<file path="src/rtl/core/nfba_word_scan.sv">
// Finds the lowest clear bit of one bitmap word inside an index window [lo, hi).
module nfba_word_scan #(
    parameter int WORD_W = 64,
    parameter int BIT_W  = 6,
    parameter int ADDR_W = 10,
    parameter int G_W    = 18
) (
    input  logic [WORD_W-1:0] data,
    input  logic [ADDR_W-1:0] addr,
    input  logic [G_W-1:0]    lo,
    input  logic [G_W-1:0]    hi,
    output logic              found,
    output logic [BIT_W-1:0]  bit_idx
);

    localparam int WA_W = G_W - BIT_W;

    logic [WA_W-1:0]   addr_x;
    logic [WA_W-1:0]   lo_w;
    logic [WA_W-1:0]   hi_w;
    logic [BIT_W-1:0]  lo_b;
    logic [BIT_W-1:0]  hi_b;
    logic [WORD_W-1:0] ge_mask;
    logic [WORD_W-1:0] lt_mask;
    logic [WORD_W-1:0] cand;
    logic [WORD_W-1:0] low;

    assign addr_x = WA_W'(addr);
    assign lo_w   = lo[G_W-1:BIT_W];
    assign hi_w   = hi[G_W-1:BIT_W];
    assign lo_b   = lo[BIT_W-1:0];
    assign hi_b   = hi[BIT_W-1:0];

    always_comb
    begin
        ge_mask = '0;
        lt_mask = '0;
        for (int j = 0; j < WORD_W; j++)
        begin
            if (addr_x > lo_w || (addr_x == lo_w && BIT_W'(j) >= lo_b))
            begin
                ge_mask[j] = 1'b1;
            end
            if (addr_x < hi_w || (addr_x == hi_w && BIT_W'(j) < hi_b))
            begin
                lt_mask[j] = 1'b1;
            end
        end
    end

    // isolate the lowest free candidate, then encode its position
    assign cand = ~data & ge_mask & lt_mask;
    assign low  = cand & (~cand + WORD_W'(1));

    always_comb
    begin
        bit_idx = '0;
        for (int j = 0; j < WORD_W; j++)
        begin
            if (low[j])
            begin
                bit_idx = bit_idx | BIT_W'(j);
            end
        end
    end

    assign found = |cand;

endmodule

</file>
<file path="config.mk">
export PLATFORM = sky130hd
export DESIGN_NAME = nfba_word_scan
export DESIGN_NICKNAME = d
export VERILOG_FILES = /design/src/rtl/core/nfba_word_scan.sv
export SDC_FILE = /design/constraint.sdc
export NUM_CORES = 1
export LEC_CHECK = 0
export BUFFER_PORTS_ARGS = -buffer_cell sky130_fd_sc_hd__buf_2
export CAP_MARGIN = 20
export CORE_MARGIN = 2
export CORE_UTILIZATION = 50
export DETAILED_ROUTE_END_ITERATION = 12
export PLACE_DENSITY = 0.83
export SLEW_MARGIN = 30
export SYNTH_ARGS = -nofsm -noshare
export SYNTH_HDL_FRONTEND = slang
export SYNTH_SLANG_ARGS = --single-unit
</file>
<file path="constraint.sdc">
create_clock -name vclk -period 5.7
set_clock_uncertainty 0.05 [all_clocks]
set_input_delay 0.57 -clock vclk [all_inputs]
set_output_delay 0.57 -clock vclk [all_outputs]
set_load 0.01 [all_outputs]
</file>
==> flow_metrics.py <==
metrics = {
    "cells_and_area": {
        "seq_area_um2": 0,
        "layout-drive-gt1-share_pct": 22.61,
        "mostFrequentLayoutCells": "117 x buf_2, 92 x nor2_1, 84 x a21oi_1",
        "utilization_pct": 58.69,
        "finalInstanceArea_um2": 5398,
        "num-fill-cells": 980,
        "clock_buffers": 0,
        "nets": 990,
        "mostFrequentLayoutCell": "buf_2",
        "seq_cells": 0,
        "syn_to_final_growth_pct": 14.95,
        "n_antenna_cell": 0,
    },
    "power_and_ir_drop": {
        "p_comb_share_pct": 100.0,
        "p_total_mw": 0.4786,
        "switching_share_pct": 63.47,
        "power_density_nw_per_um2": 88.67,
        "ir_drop_uv": 46.74,
        "p_sw_mw": 0.3038,
        "pwr-share-seq_pct": 0,
        "power.internal_mw": 0.1749,
        "p_leak_nw": 2.322,
        "pwr-share-clk_pct": 0,
    },
    "setup_path": {
        "critPathCaptureType": "primary output",
        "path_class": "primary input to primary output",
        "crit_arrival_ps": 4870,
        "start_kind": "primary input",
        "cp_slowest_cell": "or4_1",
        "worstPathRequired_ps": 5080,
        "cp_cell_sequence": "buf_2, ha_1, and4bb_1, nand2_1, o32a_1, nand2_1, o21ai_0, a21oi_1, nand4bb_2, nor4bb_1, buf_4, a41o_1, a31o_1, or4_1, nand4bb_1, buf_2",
        "crit_buf_inv": 3,
        "max_stage_delay_ps": 550,
        "critPathMaxFanout": 9,
        "cpLargestDelayFamily": "simple AND/OR/NAND/NOR gates",
    },
    "placed_design": {
        "place_hpwl_mm": 18.73,
        "placed_area_um2": 5396,
        "io_buffers": 117,
        "place_congestion": 1.111,
        "dp_slack_ps": 368.9,
    },
    "hold_path": {
        "worstHoldPathCells": 5,
        "hp-start": "data[63]",
        "hold_end": "found",
        "worstHoldPathType": "primary input to primary output",
    },
    "drt": {
        "dr.pass1.iters": 6,
        "vias": 6976,
        "wl_per_cell_um": 23.55,
        "ant_nets": 0,
        "drt_iter0_drc": 1062,
        "wl_mm": 22.82,
        "avgViaCountPerCell": 7.199,
        "drc": 0,
    },
    "grt": {
        "globalRouteTotalUtil_pct": 44.72,
        "busiest_layer": "met2",
        "use_met1_pct": 57.31,
        "use_met2_pct": 71.90,
        "grt_pass1_wl_mm": 35.55,
        "grt_pass1_vias": 6477,
        "gr-total-overflow": 0,
        "gr-usage-met3_pct": 7.767,
        "grt_max_degree": 29,
        "antenna_found_initial": 0,
    },
    "synth": {
        "ys_types": 86,
        "synth_area_um2": 4696,
        "yosysWarnings": 0,
        "syn_inst": 763,
        "avgSynthCellArea_um2": 6.154,
        "ys_seq_area_share_pct": 0,
        "syn_nets": 893,
    },
    "timing": {
        "setup_viol_count_final": 0,
        "period_share_pct": 96.39,
        "relSlewSlack_pct": 36.47,
        "slew_viol_final": 0,
        "rsz0062_at_grt": "false",
        "period_needed_ps": 5494,
        "hold_viol": 0,
        "tightest_slew_ps": 929.0,
        "setup_tns_ps": 0,
        "max_freq_mhz": 182.0,
        "fin_ws_ps": 206.0,
    },
    "clocking": {
        "hold_buffers": 0,
        "cts_setup_buffers": 0,
        "cts-resized-gates": 0,
    },
    "status": {
        "outcome": "finished clean",
    },
    "floorplanning": {
        "num_io_pins": 117,
        "dieHeight_um": 100.9,
        "core_um2": 9196,
        "dieWidth_um": 100.9,
        "start_util_pct": 51.06,
        "die-area_um2": 10180,
        "rows": 35,
    },
    "flow_run": {
        "cap_violations": 0,
    },
}
[synth_stat cells, drive strengths merged, types with 4 or more instances]
master	number	area (um^2)
o211a	4	40.04
a21oi	87	454.2
a21boi	4	30.03
buf	20	133.9
nand4bb	4	66.32
nand3b	4	30.03
nor4	15	106.4
a221oi	6	52.55
o31ai	6	45.04
a211o	12	105.1
o21ai	63	315.3
nand2	80	300.3
a21o	18	135.1
ha	20	250.2
nand3	31	165.2
o221ai	4	35.03
a31oi	10	62.56
o21a	9	67.56
or3	13	81.33
a211oi	13	112.6
o21bai	8	60.06
or4	9	67.56
a2111oi	12	168.9
and3	13	81.33
inv	25	93.84
o211ai	7	52.55
o2bb2ai	6	58.80
nand2b	5	31.28
o22ai	5	31.28
and4	5	46.29
clkbuf	30	112.6
or2	10	62.56
nor3	28	177.7
nor2	95	364.1
nand4	14	108.9
nor2b	5	31.28
and2	14	87.58
nand4b	4	35.03
[how the worst max path moves through the flow]
stage / from / end / slack, ps / cells after the start
finish: addr[9] / bit_idx[3] / 210 / 16
global route: addr[9] / bit_idx[3] / 80 / 16
CTS: addr[9] / bit_idx[3] / 370 / 16
detailed placement: addr[9] / bit_idx[3] / 370 / 16
global placement: addr[9] / bit_idx[3] / 390 / 16
floorplan: lo[15] / bit_idx[2] / 1280 / 17
[through the flow]
step / hold slack (ps) / instances
after CTS: 1616 / 969
after global placement: 1609 / 969
final: 1661 / 969
after floorplan: 1369 / 763
after global routing: 1652 / 969
after detailed placement: 1616 / 969
[power groups by stage]
stage               Clock, mW  Sequential (mW)  Combinational [mW]
floorplan                   0                0               0.307
global placement            0                0               0.457
detailed placement          0                0               0.457
CTS                         0                0               0.459
global route                0                0               0.514
finish                      0                0               0.479
[per-layer routing]
layer	part of all wire [%]	wire length, um
met1	38	8649
met2	43	9924
met3	12	2715
met4	6.7	1526
met5	0	0
[cells by family (layout without fill, tap and decap cells)]
kind of cell,Yosys count,in the layout,share of synthesized area (%)
and+or+nand+nor,363,363,42.21
AOI/OAI and AO/OA,305,305,45.22
buffers and inverters,75,170,7.247
adders and majority gates,20,20,5.329
[final cells by class]
cell class                      instances  area, um^2  area share, %
Tap cell                              111       138.9          2.573
Multi-Input combinational cell        688        4357          80.71
Inverter                               25       93.84          1.739
Timing Repair Buffer                  145       808.3          14.97
Power figures use the tool's default switching activity.
